`src/slsf_pkg.sv`:
```
// sinusoid least-squares fit: shared constants, widths and the cordic angle table
// no dependencies
package slsf_pkg;

    localparam int MAX_SAMPLES  = 4096;
    localparam int CORDIC_STEPS = 16;

    localparam int CNT_W     = 13;
    localparam int SUM_W     = 28;
    localparam int SQ_W      = 43;
    localparam int XP_W      = 44;
    localparam int CNT_LIMIT = (MAX_SAMPLES < 8191) ? MAX_SAMPLES : 8191;

    localparam int OP_W      = 48;
    localparam int PROD_W    = 2 * OP_W;
    localparam int MUL_CNT_W = $clog2(OP_W);
    localparam int SHIFT_MAX = 31;
    localparam int DIV_W     = PROD_W + SHIFT_MAX;
    localparam int DIV_CNT_W = $clog2(DIV_W);
    localparam int REM_W     = 64;
    localparam int QUO_W     = 42;

    localparam logic [4:0] SHIFT_GAIN = 5'd31;
    localparam logic [4:0] SHIFT_OFFS = 5'd16;

    localparam logic [QUO_W-1:0] QCAP = QUO_W'(64'd1 << 40);

    typedef logic signed [PROD_W-1:0] t_prod;
    typedef logic signed [OP_W-1:0]   t_oper;

    function automatic logic [29:0] atan_turn(input logic [4:0] idx);
        logic [29:0] v;
        case (idx)
            5'd0:    v = 30'd536870912;
            5'd1:    v = 30'd316933406;
            5'd2:    v = 30'd167458907;
            5'd3:    v = 30'd85004756;
            5'd4:    v = 30'd42667331;
            5'd5:    v = 30'd21354465;
            5'd6:    v = 30'd10679838;
            5'd7:    v = 30'd5340245;
            5'd8:    v = 30'd2670163;
            5'd9:    v = 30'd1335087;
            5'd10:   v = 30'd667544;
            5'd11:   v = 30'd333772;
            5'd12:   v = 30'd166886;
            5'd13:   v = 30'd83443;
            5'd14:   v = 30'd41722;
            5'd15:   v = 30'd20861;
            5'd16:   v = 30'd10430;
            5'd17:   v = 30'd5215;
            5'd18:   v = 30'd2608;
            5'd19:   v = 30'd1304;
            5'd20:   v = 30'd652;
            5'd21:   v = 30'd326;
            5'd22:   v = 30'd163;
            5'd23:   v = 30'd81;
            default: v = 30'd0;
        endcase
        return v;
    endfunction

endpackage

```
`src/slsf_mul.sv`:
```
// serial shift-and-add signed multiplier, one multiplier bit per cycle
// depends on slsf_pkg
module slsf_mul import slsf_pkg::*; (
    input  logic  i_clk,
    input  logic  i_rst_n,
    input  logic  i_start,
    input  t_oper i_a,
    input  t_oper i_b,
    output logic  o_done,
    output t_prod o_prod
);

    logic [PROD_W-1:0]    r_acc, r_a;
    logic [OP_W-1:0]      r_b;
    logic [MUL_CNT_W-1:0] r_cnt;
    logic                 r_neg, r_busy, r_done;
    logic [OP_W-1:0]      mag_a, mag_b;

    assign mag_a = i_a[OP_W-1] ? OP_W'(-i_a) : OP_W'(i_a);
    assign mag_b = i_b[OP_W-1] ? OP_W'(-i_b) : OP_W'(i_b);

    always_ff @(posedge i_clk) begin
        if (!i_rst_n) begin
            r_busy <= 1'b0;
            r_done <= 1'b0;
        end else begin
            r_done <= 1'b0;
            if (i_start) begin
                r_acc  <= '0;
                r_a    <= {{(PROD_W-OP_W){1'b0}}, mag_a};
                r_b    <= mag_b;
                r_neg  <= i_a[OP_W-1] ^ i_b[OP_W-1];
                r_cnt  <= '0;
                r_busy <= 1'b1;
            end else if (r_busy) begin
                if (r_b[0]) r_acc <= r_acc + r_a;
                r_a   <= r_a << 1;
                r_b   <= r_b >> 1;
                r_cnt <= r_cnt + 1'b1;
                if (r_cnt == MUL_CNT_W'(OP_W - 1)) begin
                    r_busy <= 1'b0;
                    r_done <= 1'b1;
                end
            end
        end
    end

    assign o_prod = r_neg ? -signed'(r_acc) : signed'(r_acc);
    assign o_done = r_done;

endmodule

```
`config.mk`:
```
export PLATFORM = sky130hd
export DESIGN_NAME = slsf_mul
export DESIGN_NICKNAME = d
export VERILOG_FILES = /design/src/slsf_pkg.sv /design/src/slsf_mul.sv
export SDC_FILE = /design/constraint.sdc
export NUM_CORES = 1
export LEC_CHECK = 0
export ABC_CLOCK_PERIOD_IN_PS = 7800
export BUFFER_PORTS_ARGS = -buffer_cell sky130_fd_sc_hd__buf_2
export CORE_MARGIN = 5
export CORE_UTILIZATION = 30
export DETAILED_ROUTE_END_ITERATION = 16
export PLACE_DENSITY = 0.53
export SYNTH_ARGS = -nofsm -noshare
export SYNTH_HDL_FRONTEND = slang
export SYNTH_SLANG_ARGS = --single-unit
```
`constraint.sdc`:
```
create_clock -name i_clk -period 7.8 [get_ports i_clk]
set_input_delay 0.78 -clock i_clk [delete_from_list [all_inputs] [get_ports i_clk]]
set_output_delay 0.78 -clock i_clk [all_outputs]
set_load 0.02 [all_outputs]
```
* Word-level counts from Yosys, hierarchy flattened *
Index checks and enable logic that the tools add are counted.

cells by class
  $add $sub $neg = 5
  equality and inequality tests = 1
  multiplexer cells = 14
  bitwise gates (word level) = 3
  reduce and logical (&&, ||, !) cells = 6

operators by type and width
  cell                                                            number
  96-bit two-way mux                                              4
  48-bit two-way mux                                              5
  96-bit adder                                                    1
  48-bit negation                                                 2
  96-bit negation                                                 1
  6-bit by 1-bit adder with 6-bit output (second input constant)  1
  6-bit == test (second input constant)                           1
  6-bit two-way mux                                               1
  1-bit two-way mux                                               4
  2-bit AND reduction                                             2
  2-bit nonzero test                                              2
  3-bit AND reduction                                             1
  3-bit OR reduction                                              1
  1-bit inverter                                                  2
  1-bit bitwise XOR                                               1

word-level totals
  register bits = 249
  input port bits = 99
  output and inout port bits = 97
  logic and storage cells = 37

* Depth between registers and ports, before layout *
Gate-level depths: netlist of the first run.

  depth after elaboration = 4
  mapped depth = 13
  depth with buffers taken out = 12

* Least setup slack after synthesis of the first run *
No wires, ideal clock.

  path kind = in2reg
  from = in i_start
  to = reg r_acc[0] (enable)
  library setup time = 562 ps
  arrival = 5,622 ps
  data required time = 7,238 ps
  setup slack = 1,615 ps
  cell stages on the path = 4
  path buffers = 2
  path through = clkbuf_1 > clkbuf_1 > a21oi_1 > nor2b_1

between the ends
  longest elaborated chain between the ends = 2
  elaborated cells on any way between the ends = 3
  classes of those cells = reduce/logical (3)

RTL lines
  element                          line            RTL
  start: declaration               slsf_mul.sv:6   input logic i_start,
  2-bit nonzero test (no line)     --
  3-bit AND reduction (no line) *  --
  end signal: assignment           slsf_mul.sv:36  if (r_b[0]) r_acc <= r_acc + r_a;
  end: declaration                 slsf_mul.sv:13  logic [PROD_W-1:0] r_acc, r_a;

Every way passes the cells marked *; elsewhere a longest branch is shown, timed or not.
A chain may end at the register's enable or synchronous reset.

* Worst setup path after layout of the first run *
  from = reg r_acc[22]
  to = out o_prod[84]

between the ends
  longest elaborated chain between the ends = 2

RTL lines
  element             line            RTL
  96-bit negation     slsf_mul.sv:48  assign o_prod = r_neg ? -signed'(r_acc) : signed'(r_acc);
  96-bit two-way mux  slsf_mul.sv:48
  end: declaration    slsf_mul.sv:10  output t_prod o_prod

No other way between the ends.

==> flow_metrics.py, run 1 <==
metrics = {
    "drt": {
        "antenna_left": 0,
        "routed_wirelength_microns": 61100,
        "vias": 16800,
        "via_per_inst": 5.33,
        "dr.pass1.iters": 6,
        "drt-initial-drc-count": 1346,
        "route.detailed.drc": 0,
        "wl_per_cell_microns": 19.4,
    },
    "power_and_ir_drop": {
        "total_leakage_power_nw": 8.13,
        "clock_power_share": 0.342,
        "switchingPower_mw": 1.60,
        "power_density_nw_per_um2": 214,
        "seq_power_share": 0.366,
        "power.internal_mw": 3.13,
        "p_comb_frac": 0.293,
        "switching_share": 0.339,
        "ir_drop_v": 0.000115,
    },
    "setup_path": {
        "required_ns": 7.02,
        "cp_top_family": "simple AND/OR/NAND/NOR gates",
        "cp_slowest_cell": "or4_1",
        "critical_path_arrival_ns": 5.17,
        "max_stage_delay_ns": 0.66,
        "worstPathCellList": "or4_1, or3_1, nor4_1, nand2_1, or3_4, or4_1, nand2b_1, or2_1, o41ai_2, xnor2_1, buf_2",
        "startpoint_type": "flip-flop",
        "critPathKind": "reg -> out",
        "cp-end-kind": "output port",
        "crit_top_cell": "or4_1",
        "rrSetupSlack_ns": 2.96,
        "critPathMaxFanout": 8,
        "critPathBufInv": 1,
    },
    "sta": {
        "slew_headroom": 0.268,
        "rsz0062_at_grt": "false",
        "fmax_mhz": 168,
        "hold_viol": 0,
        "finClkSkew_ns": 0.0304,
        "tightest_slew_ns": 1.07,
        "setup_viol": 0,
        "slew_violations": 0,
        "finalSetupTns_ns": 0,
        "min_period_over_period": 0.762,
        "fin_crit_ns": 5.95,
    },
    "outcome": {
        "outcome": "finished, final reports clean",
    },
    "floorplanning": {
        "die_w_microns": 263,
        "rows": 92,
        "die_area_sq_um": 69200,
        "die_y_microns": 263,
        "initial_core_util": 0.304,
        "core_sq_um": 63300,
        "boundaryPins": 196,
    },
    "cells_and_area": {
        "n_antenna_cell": 0,
        "area_growth_pct": 15.2,
        "multi_input_area_sq_um": 11300,
        "drive_above_1_share": 0.133,
        "n_fill_cell": 6623,
        "seq_area_sq_um": 7460,
        "final_cell_mix": "nor2_1 (270), edfxtp_1 (247), a21oi_1 (224), buf_2 (194), nand2_1 (166)",
        "design_area_sq_um": 22200,
        "nets": 2482,
        "final_cells": 3154,
        "layout_commonest_cell": "nor2_1",
    },
    "global_routing": {
        "grt-busiest-layer": "met2",
        "grt_pass1_wl_microns": 95200,
        "grt_pass1_vias": 16500,
        "grt_usage": 0.169,
        "gr-usage-met1": 0.232,
        "grt_max_degree": 78,
        "grtUsageMet2": 0.275,
        "antenna_found_initial": 7,
        "grt-ovfl-total": 0,
        "grt_use_met3": 0.0307,
    },
    "cts": {
        "post_cts_buffers": 0,
        "cts_hold_buffers": 0,
        "root_buffer": "clkbuf_16",
        "insertion_delay_ns": 0.54,
        "clk_pin_slew_worst_paths_ns": 0.06,
        "clock_sinks": 249,
        "numCtsBuffers": 35,
        "htree_num_levels": 2,
        "cts_buffer_depth": 3,
        "cts_tree": "built",
        "cts_resized": 0,
    },
    "hold_path": {
        "hp-class": "reg -> reg",
    },
    "synthesis": {
        "seq_area_frac_synth": 0.388,
        "async_flop_share": 0,
        "netlist-cell-type-count": 71,
        "yosysTopAreaCell": "edfxtp_1",
        "synthMuxAreaShare": 0.0122,
        "synthAdderAreaFrac": 0.0655,
        "synth-edff-count": 247,
        "synth_flop_cell": "edfxtp_1",
        "synth-xor-area-share": 0.120,
        "syn_nets": 2335,
        "synth-simple-area-share": 0.196,
        "synth.area.top_cells": "edfxtp_1 (39%), ha_1 (6.4%), xnor2_1 (6.4%), a21oi_1 (5.8%), xor2_1 (5.6%)",
        "synth-compound-area-share": 0.194,
        "syn_area_sq_um": 19200,
        "synth_cells": 2136,
        "postSynthAreaPerCell_sq_um": 9.00,
        "synth_top_family_by_area": "simple AND/OR/NAND/NOR gates",
        "synth_top_area_frac": 0.386,
        "yosys_warnings": 0,
        "synth-seq-cells": 249,
    },
    "run": {
        "maxCapViolations": 0,
    },
    "placement": {
        "port_buffers": 195,
        "dp_cells": 3092,
        "dpl_cell_area_sq_um": 21000,
        "gp_congestion": 0.935,
        "dpl.hpwl_microns": 47200,
    },
}
power groups by stage:
| stage | combinational [mW] | sequential (mW) | clock [mW] |
|---|---|---|---|
| floorplan | 0.977 | 1.72 | 0 |
| global placement | 1.37 | 1.75 | 0 |
| detailed placement | 1.38 | 1.76 | 0 |
| CTS | 1.38 | 1.73 | 1.67 |
| global route | 1.53 | 1.74 | 1.72 |
| finish | 1.39 | 1.73 | 1.62 |
stage by stage:
step	hold slack, ns	utilization	total power, mW	setup WS [ns]
finish	0.554	0.350	4.73	1.85
global route	0.568	0.350	4.99	1.57
CTS	0.535	0.350	4.78	1.82
detailed placement	0.542	0.332	3.13	2.43
global placement	0.533	0.332	3.12	2.51
floorplan	0.504	-	2.70	1.62
synthesized netlist by cell type (all sizes together) (4+ instances only):
library cell,number
nor3,42
xor2,122
o211ai,7
nand3b,5
and3,8
a211oi,6
nand4,37
or4,24
nand3,29
and4,4
edfxtp,247
or3,37
clkbuf,91
ha,99
nor4,21
mux2,19
nor2,270
a21boi,13
and2,9
buf,5
xnor2,141
nand2b,23
o21a,20
o21ai,142
a21o,41
nand2,166
a31oi,7
nor2b,65
nand4b,4
o21bai,26
o31ai,62
a21oi,224
o41ai,29
inv,31
or2,17
layout make-up:
class	count	share of cell area
multi-input cells	1760	0.510
clock inverters	24	0.0114
repair buffers	206	0.0488
flip-flops and latches	249	0.337
inverters	31	0.00525
well taps	846	0.0478
clock buffers	38	0.0400
cell families (layout without fill, tap and decap cells):
| family | count (synthesis) | in the layout |
|---|---|---|
| compound gates | 605 | 605 |
| buf+inv | 127 | 299 |
| mux | 21 | 21 |
| flops | 249 | 249 |
| fa+ha+maj | 100 | 100 |
| simple gates | 771 | 771 |
| xor+xnor | 263 | 263 |
path summary, 6_finish.rpt:
check,from,end,cells after the start
max,r_acc[22],o_prod[84],11
min,r_busy,o_done,1
min reg2reg,r_busy,o_done,1
max reg2reg,r_acc[8],r_acc[92],11
sequential cells by signal, indices dropped and copies added (netlist names):
register	cells
r_busy	1
r_a	96
r_b	48
o_done	1
r_cnt	6
r_acc	96
r_neg	1
routing by layer:
| layer | part of all wire | up-vias |
|---|---|---|
| met5 | 0.0013 | - |
| met4 | 0.026 | 12 |
| met3 | 0.061 | 93 |
| met2 | 0.46 | 500 |
| met1 | 0.46 | 8060 |
| li1 | - | 8148 |
(Power assumes the default switching activity.)
==> run 2: changes to the inputs <==
ABC_CLOCK_PERIOD_IN_PS = 6000   (was 7800)
clock period = 6 ns   (was 7.8 ns; I/O delays follow)
==> flow_metrics.py, run 2 (synthesis gave the netlist of run 1 again) <==
metrics = {
    "drt": {
        "routed_wirelength_microns": 61900,
        "via_per_inst": 5.32,
        "route.detailed.drc": 0,
        "wl_per_cell_microns": 19.6,
        "drt-initial-drc-count": 1236,
        "dr.pass1.iters": 6,
        "antenna_left": 0,
        "vias": 16800,
    },
    "sta": {
        "setup_viol": 0,
        "hold_viol": 0,
        "rsz0062_at_grt": "false",
        "fmax_mhz": 180,
        "slew_headroom": 0.334,
        "slew_violations": 0,
        "finClkSkew_ns": 0.0184,
        "finalSetupTns_ns": 0,
        "fin_crit_ns": 5.55,
        "tightest_slew_ns": 0.974,
        "min_period_over_period": 0.925,
    },
    "cells_and_area": {
        "drive_above_1_share": 0.131,
        "layout_commonest_cell": "nor2_1",
        "n_fill_cell": 6643,
        "fin_util": 0.349,
        "area_growth_pct": 15.0,
        "final_cell_mix": "nor2_1 (270), edfxtp_1 (247), a21oi_1 (224), buf_2 (194), nand2_1 (166)",
        "reg_top3": "r_a (96), r_acc (96), r_b (48)",
        "final_cells": 3153,
        "nets": 2483,
    },
    "setup_path": {
        "worstPathCellList": "or4_4, or3_4, or4b_4, or3_4, or4_1, nand2b_1, or2_1, o41ai_2, xnor2_1, buf_2",
        "cp_slowest_cell": "or4_1",
        "r2r_end": "r_acc[94]",
        "crit_top_cell": "or3_4",
        "critPathKind": "reg -> out",
        "worst-r2r-cell-count": 12,
        "critical_path_arrival_ns": 4.95,
        "rrSetupSlack_ns": 1.27,
        "required_ns": 5.40,
        "startpoint_type": "flip-flop",
        "critPathMaxFanout": 8,
        "cp-end-kind": "output port",
        "max_stage_delay_ns": 0.65,
        "reg2reg_from": "r_acc[0]",
    },
    "floorplanning": {
        "rows": 92,
        "die_area_sq_um": 69200,
        "die_w_microns": 263,
        "core_sq_um": 63300,
        "initial_core_util": 0.304,
        "boundaryPins": 196,
        "die_y_microns": 263,
    },
    "cts": {
        "cts_resized": 0,
        "cts_hold_buffers": 0,
        "htree_num_levels": 2,
        "clk_pin_slew_worst_paths_ns": 0.06,
        "insertion_delay_ns": 0.55,
        "post_cts_buffers": 0,
        "numCtsBuffers": 35,
        "cts_tree": "built",
        "clock_sinks": 249,
        "cts_buffer_depth": 3,
        "root_buffer": "clkbuf_16",
    },
    "global_routing": {
        "grt_pass1_wl_microns": 95000,
        "grt_max_degree": 191,
        "antenna_found_initial": 6,
        "grt_usage": 0.169,
        "grt_pass1_vias": 16400,
        "grt-ovfl-total": 0,
    },
    "hold_path": {
        "hp-class": "in -> reg",
        "min_from": "i_a[0]",
        "hold_depth": 2,
        "worstHoldEndpoint": "r_a[0]",
    },
    "outcome": {
        "outcome": "finished, final reports clean",
    },
    "placement": {
        "dpl.hpwl_microns": 47300,
        "gp_congestion": 0.954,
        "dp_cells": 3093,
        "port_buffers": 195,
    },
    "power_and_ir_drop": {
        "ir_drop_v": 0.000166,
        "total_power_mw": 6.11,
        "power_density_nw_per_um2": 276,
        "total_leakage_power_nw": 8.10,
    },
    "run": {
        "maxCapViolations": 0,
    },
}
[run 2: changes by cell type in the layout (fill, tap and decap cells not counted), sizes merged]
| cell | before | now |
|---|---|---|
| buf | 206 | 207 |
| clkinv | 15 | 10 |
| bufinv | 5 | 4 |
| clkbuf | 38 | 41 |
| inv | 33 | 32 |
| diode | 0 | 2 |
[run 2: metal layers]
| metal | wire [microns] | vias up | GRT usage | share of wire |
|---|---|---|---|---|
| li1 | - | 8168 | - | - |
| met1 | 28300 | 7989 | 0.232 | 0.46 |
| met2 | 27700 | 487 | 0.270 | 0.45 |
| met3 | 3750 | 118 | 0.0327 | 0.061 |
| met4 | 2140 | 8 | 0.0547 | 0.035 |
| met5 | 49 | - | 0 | 0.00079 |
[run 2: critical path, delay by kind of cell (launching register included)]
| kind | cells | cell delay (ns) |
|---|---|---|
| flip-flops | 1 | 0.47 |
| XOR/XNOR | 1 | 0.16 |
| AO/OA/AOI/OAI | 1 | 0.34 |
| AND/OR/NAND/NOR | 7 | 3.25 |
| buffers and inverters | 1 | 0.19 |
[run 2: power by group]
group          switching (mW)  internal [mW]
Clock                   0.815           1.24
Sequential              0.134           2.11
Combinational            1.14          0.666
Total                    2.09           4.02
[run 2: cell type report]
class	instances	area (sq um)	share of cell area
Multi-Input combinational cell	1760	11300	0.511
Sequential cell	249	7460	0.337
Timing Repair Buffer	207	1090	0.0492
Tap cell	846	1060	0.0479
Clock buffer	41	898	0.0406
Clock inverter	17	190	0.00860
Inverter	31	116	0.00526
Antenna cell	2	5.00	0.000226
[run 2: how the worst max path moves through the flow]
stage               from    endpoint  depth (start not counted)
2_1_floorplan    i_start      r_a[0]                          3
3_3_place_gp   r_acc[12]  o_prod[84]                         10
3_5_place_dp   r_acc[12]  o_prod[84]                         10
4_1_cts        r_acc[12]  o_prod[84]                         10
5_1_grt         r_acc[2]  o_prod[84]                         10
6_report       r_acc[12]  o_prod[84]                         10
[run 2: stage by stage]
stage               worst slack [ns]  cell area (sq um)  hold WS, ns
floorplan                       1.00              19200        0.504
global placement                1.10              21000        0.540
detailed placement              1.02              21000        0.535
CTS                            0.420              22100        0.338
global route                   0.229              22100        0.356
finish                         0.447              22100        0.389
