[config.mk]
export PLATFORM = sky130hd
export DESIGN_NAME = slsf_div
export DESIGN_NICKNAME = d
export VERILOG_FILES = /design/src/slsf_pkg.sv /design/src/slsf_div.sv
export SDC_FILE = /design/constraint.sdc
export NUM_CORES = 1
export LEC_CHECK = 0
export BUFFER_PORTS_ARGS = -buffer_cell sky130_fd_sc_hd__buf_4
export CAP_MARGIN = 10
export CORE_MARGIN = 3
export CORE_UTILIZATION = 42
export DETAILED_ROUTE_END_ITERATION = 16
export PLACE_DENSITY = 0.66
export SYNTH_ARGS = -nofsm -noshare
export SYNTH_HDL_FRONTEND = slang
export SYNTH_SLANG_ARGS = --single-unit
[constraint.sdc]
create_clock -name i_clk -period 23.9 [get_ports i_clk]
set_input_delay 3.585 -clock i_clk [delete_from_list [all_inputs] [get_ports i_clk]]
set_output_delay 3.585 -clock i_clk [all_outputs]
set_load 0.02 [all_outputs]
[src/slsf_pkg.sv]
// sinusoid least-squares fit: shared constants, widths and the cordic angle table
// no dependencies
package slsf_pkg;

    localparam int MAX_SAMPLES  = 4096;
    localparam int CORDIC_STEPS = 16;

    localparam int CNT_W     = 13;
    localparam int SUM_W     = 28;
    localparam int SQ_W      = 43;
    localparam int XP_W      = 44;
    localparam int CNT_LIMIT = (MAX_SAMPLES < 8191) ? MAX_SAMPLES : 8191;

    localparam int OP_W      = 48;
    localparam int PROD_W    = 2 * OP_W;
    localparam int MUL_CNT_W = $clog2(OP_W);
    localparam int SHIFT_MAX = 31;
    localparam int DIV_W     = PROD_W + SHIFT_MAX;
    localparam int DIV_CNT_W = $clog2(DIV_W);
    localparam int REM_W     = 64;
    localparam int QUO_W     = 42;

    localparam logic [4:0] SHIFT_GAIN = 5'd31;
    localparam logic [4:0] SHIFT_OFFS = 5'd16;

    localparam logic [QUO_W-1:0] QCAP = QUO_W'(64'd1 << 40);

    typedef logic signed [PROD_W-1:0] t_prod;
    typedef logic signed [OP_W-1:0]   t_oper;

    function automatic logic [29:0] atan_turn(input logic [4:0] idx);
        logic [29:0] v;
        case (idx)
            5'd0:    v = 30'd536870912;
            5'd1:    v = 30'd316933406;
            5'd2:    v = 30'd167458907;
            5'd3:    v = 30'd85004756;
            5'd4:    v = 30'd42667331;
            5'd5:    v = 30'd21354465;
            5'd6:    v = 30'd10679838;
            5'd7:    v = 30'd5340245;
            5'd8:    v = 30'd2670163;
            5'd9:    v = 30'd1335087;
            5'd10:   v = 30'd667544;
            5'd11:   v = 30'd333772;
            5'd12:   v = 30'd166886;
            5'd13:   v = 30'd83443;
            5'd14:   v = 30'd41722;
            5'd15:   v = 30'd20861;
            5'd16:   v = 30'd10430;
            5'd17:   v = 30'd5215;
            5'd18:   v = 30'd2608;
            5'd19:   v = 30'd1304;
            5'd20:   v = 30'd652;
            5'd21:   v = 30'd326;
            5'd22:   v = 30'd163;
            5'd23:   v = 30'd81;
            default: v = 30'd0;
        endcase
        return v;
    endfunction

endpackage

[src/slsf_div.sv]
// restoring divider, rounded q16.16 quotient with saturation
// depends on slsf_pkg
module slsf_div import slsf_pkg::*; (
    input  logic               i_clk,
    input  logic               i_rst_n,
    input  logic               i_start,
    input  t_prod              i_num,
    input  t_prod              i_den,
    input  logic [4:0]         i_shift,
    output logic               o_done,
    output logic signed [31:0] o_quot
);

    logic [DIV_W-1:0]     r_sh;
    logic [REM_W-1:0]     r_rem, r_d;
    logic [QUO_W-1:0]     r_q;
    logic [DIV_CNT_W-1:0] r_cnt;
    logic                 r_neg, r_busy, r_done;
    logic [PROD_W-1:0]    mag_n, mag_d;
    logic [REM_W-1:0]     rem1, rem2;
    logic [QUO_W-1:0]     q1;
    logic                 up;
    logic [QUO_W:0]       qf;

    assign mag_n = i_num[PROD_W-1] ? PROD_W'(-i_num) : PROD_W'(i_num);
    assign mag_d = i_den[PROD_W-1] ? PROD_W'(-i_den) : PROD_W'(i_den);

    always_comb begin
        rem1 = {r_rem[REM_W-2:0], r_sh[DIV_W-1]};
        q1   = {r_q[QUO_W-2:0], 1'b0};
        if (rem1 >= r_d) begin
            rem1  = rem1 - r_d;
            q1[0] = 1'b1;
        end
        if (q1 > QCAP) q1 = QCAP;
    end

    always_ff @(posedge i_clk) begin
        if (!i_rst_n) begin
            r_busy <= 1'b0;
            r_done <= 1'b0;
        end else begin
            r_done <= 1'b0;
            if (i_start) begin
                r_sh   <= {{SHIFT_MAX{1'b0}}, mag_n} << i_shift;
                r_d    <= mag_d[REM_W-1:0];
                r_rem  <= '0;
                r_q    <= '0;
                r_neg  <= i_num[PROD_W-1] ^ i_den[PROD_W-1];
                r_cnt  <= '0;
                r_busy <= 1'b1;
            end else if (r_busy) begin
                r_rem <= rem1;
                r_q   <= q1;
                r_sh  <= r_sh << 1;
                r_cnt <= r_cnt + 1'b1;
                if (r_cnt == DIV_CNT_W'(DIV_W - 1)) begin
                    r_busy <= 1'b0;
                    r_done <= 1'b1;
                end
            end
        end
    end

    assign rem2 = {r_rem[REM_W-2:0], 1'b0};
    assign up   = (rem2 >= r_d);
    assign qf   = {1'b0, r_q} + (QUO_W+1)'(up);

    always_comb begin
        if (r_neg) begin
            if (qf > (QUO_W+1)'(64'd2147483648)) o_quot = 32'sh8000_0000;
            else                                  o_quot = -signed'(qf[31:0]);
        end else begin
            if (qf > (QUO_W+1)'(64'd2147483647)) o_quot = 32'sh7fff_ffff;
            else                                  o_quot = signed'(qf[31:0]);
        end
    end

    assign o_done = r_done;

endmodule

---- After elaboration in Yosys (flattened, before gate mapping) ----
Cells that the tools add are included.
cells by class
  add/sub/neg operators ................... 6
  multipliers ............................. 0
  div/mod/pow operators ................... 0
  order comparisons ....................... 5
  eq/ne operators ......................... 1
  shift-type cells ........................ 1
  muxes and demuxes ....................... 17
  bitwise logic cells ..................... 3
  reduce and logical (&&, ||, !) cells .... 4
operator list
  cell                                                   number
  two-way mux 127 bit                                    2
  >= comparator 64 bit                                   2
  left shift 96 x 5 -> 127 bit                           1
  two-way mux 63 bit                                     2
  two-way mux 32 bit                                     3
  two-way mux 96 bit                                     1
  negator 96 bit                                         1
  two-way mux 42 bit                                     2
  two-way mux 64 bit                                     1
  negator 64 bit                                         1
  subtractor 63 bit                                      1
  adder 42 x 1 -> 43 bit                                 1
  > comparator 43 x 31 -> 1 bit (second input constant)  1
  > comparator 43 x 32 -> 1 bit (second input constant)  1
  > comparator 42 x 41 -> 1 bit (second input constant)  1
  negator 32 bit                                         1
  adder 7 x 1 -> 7 bit (second input constant)           1
  == test 7 bit (second input constant)                  1
  two-way mux 7 bit                                      1
  two-way mux 1 bit                                      5
  AND reduction 2 bit                                    2
  OR reduction 3 bit                                     1
  NOT 1 bit                                              2
  nonzero test 2 bit                                     1
  bitwise XOR 1 bit                                      1
storage, ports and cells
  flip-flop bits (word level) ............. 306
  latch bits .............................. 0
  RAM bits ................................ 0
  ROM bits ................................ 0
  input bits .............................. 200
  output and inout port bits .............. 33
  logic and storage cells ................. 45
  memories ................................ 0

---- Longest topological paths before layout ----
Gate-level depths: netlist of the first run.
  word-level depth ........................ 5
  depth in mapped cells ................... 28
  gate-level depth less buffers ........... 26

---- Worst setup path after synthesis of the first run ----
OpenSTA, ideal clock, no wires.
  path kind ............................... input to register
  start ................................... input i_start
  end ..................................... register r_cnt[0] (enable)
  library setup time ...................... 0.623 ns
  data arrival time ....................... 9.482 ns
  data required time ...................... 23.277 ns
  setup slack ............................. 13.796 ns
  cell stages on the path ................. 3
  buffers on the path ..................... 2
  cell sequence ........................... clkbuf_1 clkbuf_1 o21a_1
on the way
  word-level cells in the longest chain between the ends .. 2
ends and longest elaborated chain
  element                               line            source
  from (decl)                           slsf_div.sv:6   input logic i_start,
  nonzero test 2 bit (no source line)   --
  AND reduction 2 bit (no source line)  --
  to (signal assigned)                  slsf_div.sv:56  r_cnt <= r_cnt + 1'b1;
  to (decl)                             slsf_div.sv:17  logic [DIV_CNT_W-1:0] r_cnt;
Every way passes these cells.
A chain may end at the register's enable or synchronous reset.

---- Final worst setup path of the first run ----
  start ................................... register r_rem[50]
  end ..................................... output o_quot[14]
on the way
  word-level cells in the longest chain between the ends .. 5
  elaborated cells between the ends (all ways) .. 8
  classes of those cells .................. add/sub: 2; order compare: 3; mux: 3
ends and longest elaborated chain
  element                                                line                            source
  from (decl)                                            slsf_div.sv:15                  logic [REM_W-1:0] r_rem, r_d;
  from (signal assigned)                                 slsf_div.sv:53                  r_rem <= rem1;
  >= comparator 64 bit (*)                               slsf_div.sv:66                  assign up = (rem2 >= r_d);
  adder 42 x 1 -> 43 bit (*)                             slsf_div.sv:67                  assign qf = {1'b0, r_q} + (QUO_W+1)'(up);
  > comparator 43 x 31 -> 1 bit (tied with other cells)  slsf_div.sv:74                  if (qf > (QUO_W+1)'(64'd2147483647)) o_quot = 32'sh7fff_ffff;
  two-way mux 32 bit, on equally long branches           slsf_div.sv:74, slsf_div.sv:71
  two-way mux 32 bit (*)                                 slsf_div.sv:70                  if (r_neg) begin
  to (decl)                                              slsf_div.sv:11                  output logic signed [31:0] o_quot
Every way passes the cells marked *; elsewhere a longest branch is shown, timed or not.

==> results of run 1 <==
## layout make-up
cell class	count	share of cell area, %
Inverter	117	1.442
Clock inverter	21	0.6267
Timing Repair Buffer	237	5.817
Multi-Input combinational cell	2518	55.56
Sequential cell	306	30.02
Tap cell	855	3.502
Clock buffer	43	3.035
## layout by cell type (no fill, tap or decap), drive strengths merged, types with 32 or more instances in the layout
cell,instances
o31ai,48
edfxtp,304
or4,44
a31oi,33
inv,117
nand2b,32
a21o,67
mux2i,174
or3,61
mux2,41
nor3,72
xor2,85
o221ai,81
buf,236
nand2,297
nand4,45
nor2,234
nor4,51
nand3,82
xnor2,160
clkbuf,44
a21oi,189
o41ai,47
a22oi,36
and2,52
ha,72
o21ai,157
## metal layers
layer / up-vias / track usage [%]
met4: 4 / 6.575
li1: 12133 / -
met1: 11878 / 34.51
met2: 1009 / 33.42
met3: 120 / 3.443
met5: - / 0
## sequential cells by signal, summed over array words and instances, names as in the netlist
name	flops
r_sh	127
r_d	64
r_rem	63
r_q	42
r_cnt	7
o_done	1
r_busy	1
r_neg	1
## through the flow
stage,std cells,area (um2)
after floorplan,3172,27410
after global placement,4032,29420
after detailed placement,4032,29420
after CTS,4096,30540
after global routing,4097,30540
final,4097,30540
## worst min-delay path, stage by stage (launching register included)
cell and delay (ns):
dfxtp_1 0.32, nand2_1 0.06, nor3_1 0.04
## worst min path at each step
stage | from | end | depth (start not counted)
after floorplan | r_busy | o_done | 2
after global placement | r_busy | o_done | 2
after detailed placement | r_busy | o_done | 2
after CTS | r_busy | o_done | 2
after global routing | r_busy | o_done | 2
final | r_busy | o_done | 2
## cells by family after synthesis
| kind of cell | count (synthesis) |
|---|---|
| xor+xnor | 245 |
| simple gates | 1067 |
| other cells | 1 |
| flops | 306 |
| fa+ha+maj | 73 |
| compound gates | 917 |
| buf+inv | 348 |
| mux | 215 |
## where the power goes
part | internal [uW] | switching (uW)
clock | 302 | 234
combinational | 220 | 355
sequential | 651 | 22.1
==> flow_summary.json, run 1 <==
{
  "multi_input_area_um2": 16970,
  "met3WireLength_mm": 6.249,
  "synth_top_area_share_pct": 33.30,
  "wl_mm": 81.44,
  "route.detailed.drc": 0,
  "wl_met2_mm": 34.98,
  "crit_path_end_kind": "output pin",
  "slowest_stage": "nor2_1",
  "final_util_pct": 47.38,
  "synth-xor-area-share_pct": 7.827,
  "crit_family": "simple AND/OR/NAND/NOR gates",
  "critPathLaunchType": "flop",
  "dr.pass1.iters": 6,
  "setup_tns_ns": 0,
  "fillCellCount": 6309,
  "diodes": 0,
  "rsz0062_at_grt": "false",
  "grt_use_total_pct": 22.80,
  "clock_skew_ns": 0.03645,
  "core_area_um2": 64460,
  "met1_length_mm": 38.07,
  "max_freq_mhz": 88.06,
  "power.total_uw": 1783,
  "nets": 3489,
  "grt_pass1_wl_mm": 126.0,
  "antenna_found_initial": 3,
  "cts.repair.resized": 0,
  "clk_pin_slew_worst_paths_ns": 0.06,
  "rrSetupSlack_ns": 19.57,
  "synth_compound_area_share_pct": 23.20,
  "ys_types": 80,
  "fp.dieH_um": 261.5,
  "r2r-start": "r_rem[16]",
  "clockBufferDepth": 3,
  "critical_path_class": "flop to output pin",
  "synth_commonest_cells": "edfxtp_1, nand2_1, nor2_1",
  "critPathRequiredTime_ns": 20.32,
  "worstMarginPinSlew_ns": 1.283,
  "path_cells": "ha_1 -> and2_1 -> nand3_1 -> nor4_1 -> nand3_1 -> o21ai_0 -> ha_1 -> nand3_1 -> nor2_1 -> nand4_1 -> o31a_1 -> nor4_1 -> nand4_1 -> or2_2 -> nand2b_1 -> nor2_1 -> nor2_1 -> a2bb2oi_1 -> buf_4",
  "p_per_area_nw_per_um2": 58.38,
  "synth_area_um2": 27410,
  "clock_sinks": 306,
  "status": "completed",
  "ant_nets": 0,
  "synthMostInstantiatedCell": "edfxtp_1",
  "synth_top_family_by_area": "compound AO/OA/AOI/OAI gates",
  "syn_inst": 3172,
  "ys_ff_latch": 306,
  "finalCriticalPeriod_ns": 11.36,
  "via_per_inst": 6.137,
  "setup_viol": 0,
  "hp-class": "flop to flop",
  "synth_warnings": 0,
  "cap_violations": 0,
  "num_rows": 93,
  "cpPeakStageDelay_ns": 0.95,
  "first_global_vias": 22230,
  "drive_gt1_share_pct": 11.72,
  "gp_congestion": 0.9732,
  "dpl.hpwl_mm": 59.66,
  "ios": 233,
  "rr_worst_depth": 12,
  "synthAdderAreaFrac_pct": 3.359,
  "avgSynthCellArea_um2": 8.642,
  "register_area_um2": 9169,
  "pre_cts_ws_ns": 13.18,
  "arrival_ns": 7.77,
  "cts-htree-levels": 2,
  "synth_simple_gate_area_share_pct": 19.35,
  "grt_max_degree": 80,
  "startpoint": "r_rem[50]",
  "timing.slew.headroom_pct": 12.26,
  "drtIter0Drc": 2756,
  "die_width_um": 261.5,
  "finalHoldViolations": 0,
  "cp.buffers_inverters": 1,
  "synth.mux.area_fraction_pct": 8.037,
  "drv_slew": 0,
  "postCtsSetupBuffers": 0,
  "holdWs_ns": 0.4588,
  "dieArea_um2": 68370,
  "initial_core_util_pct": 42.53,
  "clockRootBuffer": "clkbuf_16",
  "syn2layout_area_growth_pct": 11.42,
  "p_leak_uw": 0.01136,
  "cts_tree": "done",
  "cts_buffers": 36,
  "routedWlPerCell_um": 19.88,
  "async_flop_share_pct": 0,
  "crit_end": "o_quot[14]",
  "via_count": 25144,
  "ctsHoldBuffers": 0,
  "highest_layer": "met5",
  "ys_seq_area_share_pct": 33.45,
  "synth_top_area_cell": "edfxtp_1",
  "synth_edf_count": 304,
  "insertion_delay_ns": 0.57,
  "cp.depth": 19,
  "r2r_end": "r_q[23]",
  "synth.area.top_cells": "edfxtp_1, mux2i_1, xnor2_1, nand2_1, a21oi_1",
  "port_buffers": 201,
  "min_period_over_period_pct": 47.51,
  "ir_drop_mv": 0.04000,
  "syn-num-nets": 3445,
  "critical_path.max_fanout": 16,
  "overflow": 0,
  "fin_ws_ns": 12.54,
  "yosys_most_used_dff": "edfxtp_1"
}
Power figures use the tool's default switching activity.
==> inputs of run 2 (changes only) <==
--- a/config.mk
+++ b/config.mk
@@ -5,12 +5,13 @@
 export SDC_FILE = /design/constraint.sdc
 export NUM_CORES = 1
 export LEC_CHECK = 0
+export ABC_AREA = 1
 export BUFFER_PORTS_ARGS = -buffer_cell sky130_fd_sc_hd__buf_4
 export CAP_MARGIN = 10
 export CORE_MARGIN = 3
 export CORE_UTILIZATION = 42
 export DETAILED_ROUTE_END_ITERATION = 16
-export PLACE_DENSITY = 0.66
+export PLACE_DENSITY = 0.68
 export SYNTH_ARGS = -nofsm -noshare
 export SYNTH_HDL_FRONTEND = slang
 export SYNTH_SLANG_ARGS = --single-unit
==> constraint.sdc (replaced) <==
create_clock -name i_clk -period 10.3 [get_ports i_clk]
set_input_delay 1.545 -clock i_clk [delete_from_list [all_inputs] [get_ports i_clk]]
set_output_delay 1.545 -clock i_clk [all_outputs]
set_load 0.02 [all_outputs]
==> flow_summary.json, run 2 <==
{
  "status": "completed",
  "critical_path.max_fanout": 31,
  "final_util_pct": 47.59,
  "ant_nets": 0,
  "ios": 233,
  "synth-xor-area-share_pct": 5.284,
  "synth.area.top_cells": "edfxtp_1, nand2_1, nand3_1, nor2_1, inv_1",
  "port_buffers": 201,
  "num_rows": 96,
  "insertion_delay_ns": 0.56,
  "synth_top_family_by_area": "simple AND/OR/NAND/NOR gates",
  "max_freq_mhz": 122.9,
  "die_width_um": 272.0,
  "pre_cts_ws_ns": 2.743,
  "synth_warnings": 0,
  "grt_use_total_pct": 27.20,
  "setup_viol": 0,
  "wl_mm": 103.9,
  "syn2layout_area_growth_pct": 10.99,
  "fp.dieH_um": 272.0,
  "core_area_um2": 69310,
  "yosys_most_used_dff": "edfxtp_1",
  "first_global_vias": 29815,
  "ctsHoldBuffers": 0,
  "synthAdderAreaFrac_pct": 3.099,
  "clock_skew_ns": 0.02987,
  "finalCriticalPeriod_ns": 8.134,
  "cts_tree": "done",
  "synth_top_area_share_pct": 30.72,
  "antenna_found_initial": 0,
  "grt_pass1_wl_mm": 161.2,
  "timing.slew.headroom_pct": 27.21,
  "synthMostInstantiatedCell": "nand2_1",
  "clk_pin_slew_worst_paths_ns": 0.06,
  "nets": 5034,
  "avgSynthCellArea_um2": 6.349,
  "synth.mux.area_fraction_pct": 0.1684,
  "finalHoldViolations": 0,
  "ys_types": 54,
  "final_common_cell": "nand2_1",
  "async_flop_share_pct": 0,
  "placed_area_um2": 31870,
  "cts.repair.resized": 0,
  "p_leak_uw": 0.01405,
  "cts_buffers": 36,
  "arrival_ns": 6.59,
  "synth_area_um2": 29710,
  "min_period_over_period_pct": 78.97,
  "p_per_area_nw_per_um2": 130.6,
  "holdWs_ns": 0.5134,
  "ys_seq_area_share_pct": 30.86,
  "overflow": 0,
  "diodes": 0,
  "hp-class": "flop to flop",
  "initial_core_util_pct": 42.87,
  "rsz0062_at_grt": "false",
  "crit_path_end_kind": "output pin",
  "grt_max_degree": 102,
  "via_per_inst": 5.568,
  "critPathRequiredTime_ns": 8.76,
  "cap_violations": 0,
  "synth_simple_gate_area_share_pct": 43.91,
  "synth_compound_area_share_pct": 9.116,
  "routedWlPerCell_um": 18.17,
  "reg_top3": "r_sh x127, r_d x64, r_rem x63",
  "dieArea_um2": 73980,
  "cts-htree-levels": 2,
  "largest-register": "r_sh",
  "dr.pass1.iters": 8,
  "worstMarginPinSlew_ns": 1.089,
  "synth_commonest_cells": "nand2_1, nand3_1, nor2_1",
  "drv_slew": 0,
  "critical_path_class": "flop to output pin",
  "multi_input_area_um2": 18320,
  "fin_ws_ns": 2.166,
  "clockRootBuffer": "clkbuf_16",
  "ys_ff_latch": 306,
  "fillCellCount": 7386,
  "synth_edf_count": 304,
  "dpl.hpwl_mm": 81.32,
  "rrSetupSlack_ns": 6.04,
  "register_area_um2": 9169,
  "largest_register_ffs": 127,
  "setup_tns_ns": 0,
  "final_cell_mix": "nand2_1, nand3_1, nor2_1, inv_1, edfxtp_1",
  "via_count": 31835,
  "syn_inst": 4680,
  "drive_gt1_share_pct": 7.040,
  "final_cell_area_um2": 32980,
  "clock_sinks": 306,
  "critPathLaunchType": "flop",
  "ir_drop_mv": 0.1190,
  "clockBufferDepth": 3,
  "syn-num-nets": 4953,
  "synth_top_area_cell": "edfxtp_1",
  "drtIter0Drc": 3290,
  "postCtsSetupBuffers": 0,
  "gp_congestion": 0.9712,
  "route.detailed.drc": 0
}
## run 2: cell types whose count changed after synthesis, sizes merged, moves of 47 or more
cell | previous run | this run
clkbuf | 200 | 125
o41ai | 47 | 0
nand3 | 82 | 914
inv | 116 | 403
o21ai | 157 | 230
xnor2 | 160 | 64
nand2 | 297 | 1361
or3 | 61 | 1
and2 | 52 | 2
a21o | 67 | 13
mux2i | 174 | 5
o221ai | 81 | 1
nor2 | 234 | 567
## run 2: layout make-up
cell class	count	area share [%]
Clock buffer	46	2.936
Clock inverter	18	0.4249
Inverter	410	4.674
Multi-Input combinational cell	3784	55.56
Sequential cell	306	27.80
Tap cell	931	3.532
Timing Repair Buffer	223	5.076
## run 2: layer usage
layer	wire length, um	up-vias	track usage, %
met5	0	-	0
met4	4166	0	10.32
met3	6047	222	2.775
met2	48860	1173	46.19
met1	44840	14567	35.75
li1	-	15873	-
## run 2: where the power goes
part           internal (uW)  switching, uW  total, uW
combinational            476           1000       1480
clock                    695            537       1230
sequential              1540           56.8       1600
## run 2: path summary, 6_finish.rpt
check                  from   endpoint  depth (start not counted)
setup reg to reg     r_d[0]  r_rem[50]                         15
hold reg to reg   r_sh[107]  r_sh[108]                          2
hold / removal    r_sh[107]  r_sh[108]                          2
setup / recovery  r_rem[55]  o_quot[1]                         23
## run 2: cells by family (layout without fill, tap and decap cells)
family | count (synthesis) | in the layout
multiplexers | 5 | 5
adder cells (fa/ha/maj) | 73 | 73
AND/OR/NAND/NOR | 3037 | 3037
AO/OA/AOI/OAI | 493 | 493
XOR/XNOR | 175 | 175
other | 1 | 1
flip-flops | 306 | 306
buffers and inverters | 590 | 697
## run 2: per-stage QoR
step | instances | power (uW)
after floorplan | 4680 | 2644
after global placement | 5654 | 3066
after detailed placement | 5654 | 3075
after CTS | 5718 | 4321
after global routing | 5718 | 4561
final | 5718 | 4309
## run 2: worst max-delay path, stage by stage, from the launching register on
cell and delay (ns):
edfxtp_1 0.39, ha_1 0.41, nand4_1 0.17, nor3_1 0.52, nand2_1 0.18, nand3_1 0.22, a31oi_1 0.15, nand2_1 0.20
ha_1 0.37, ha_1 0.30, nand2_1 0.09, nor2_2 0.20, inv_1 0.11, nor2_1 0.21, xor2_1 0.39, nand2_1 0.21
nor3_1 0.17, nand3_1 0.17, nor2_1 0.15, nand2_1 0.06, nand2_1 0.79, nand3_1 0.15, nand2_1 0.21, buf_4 0.17
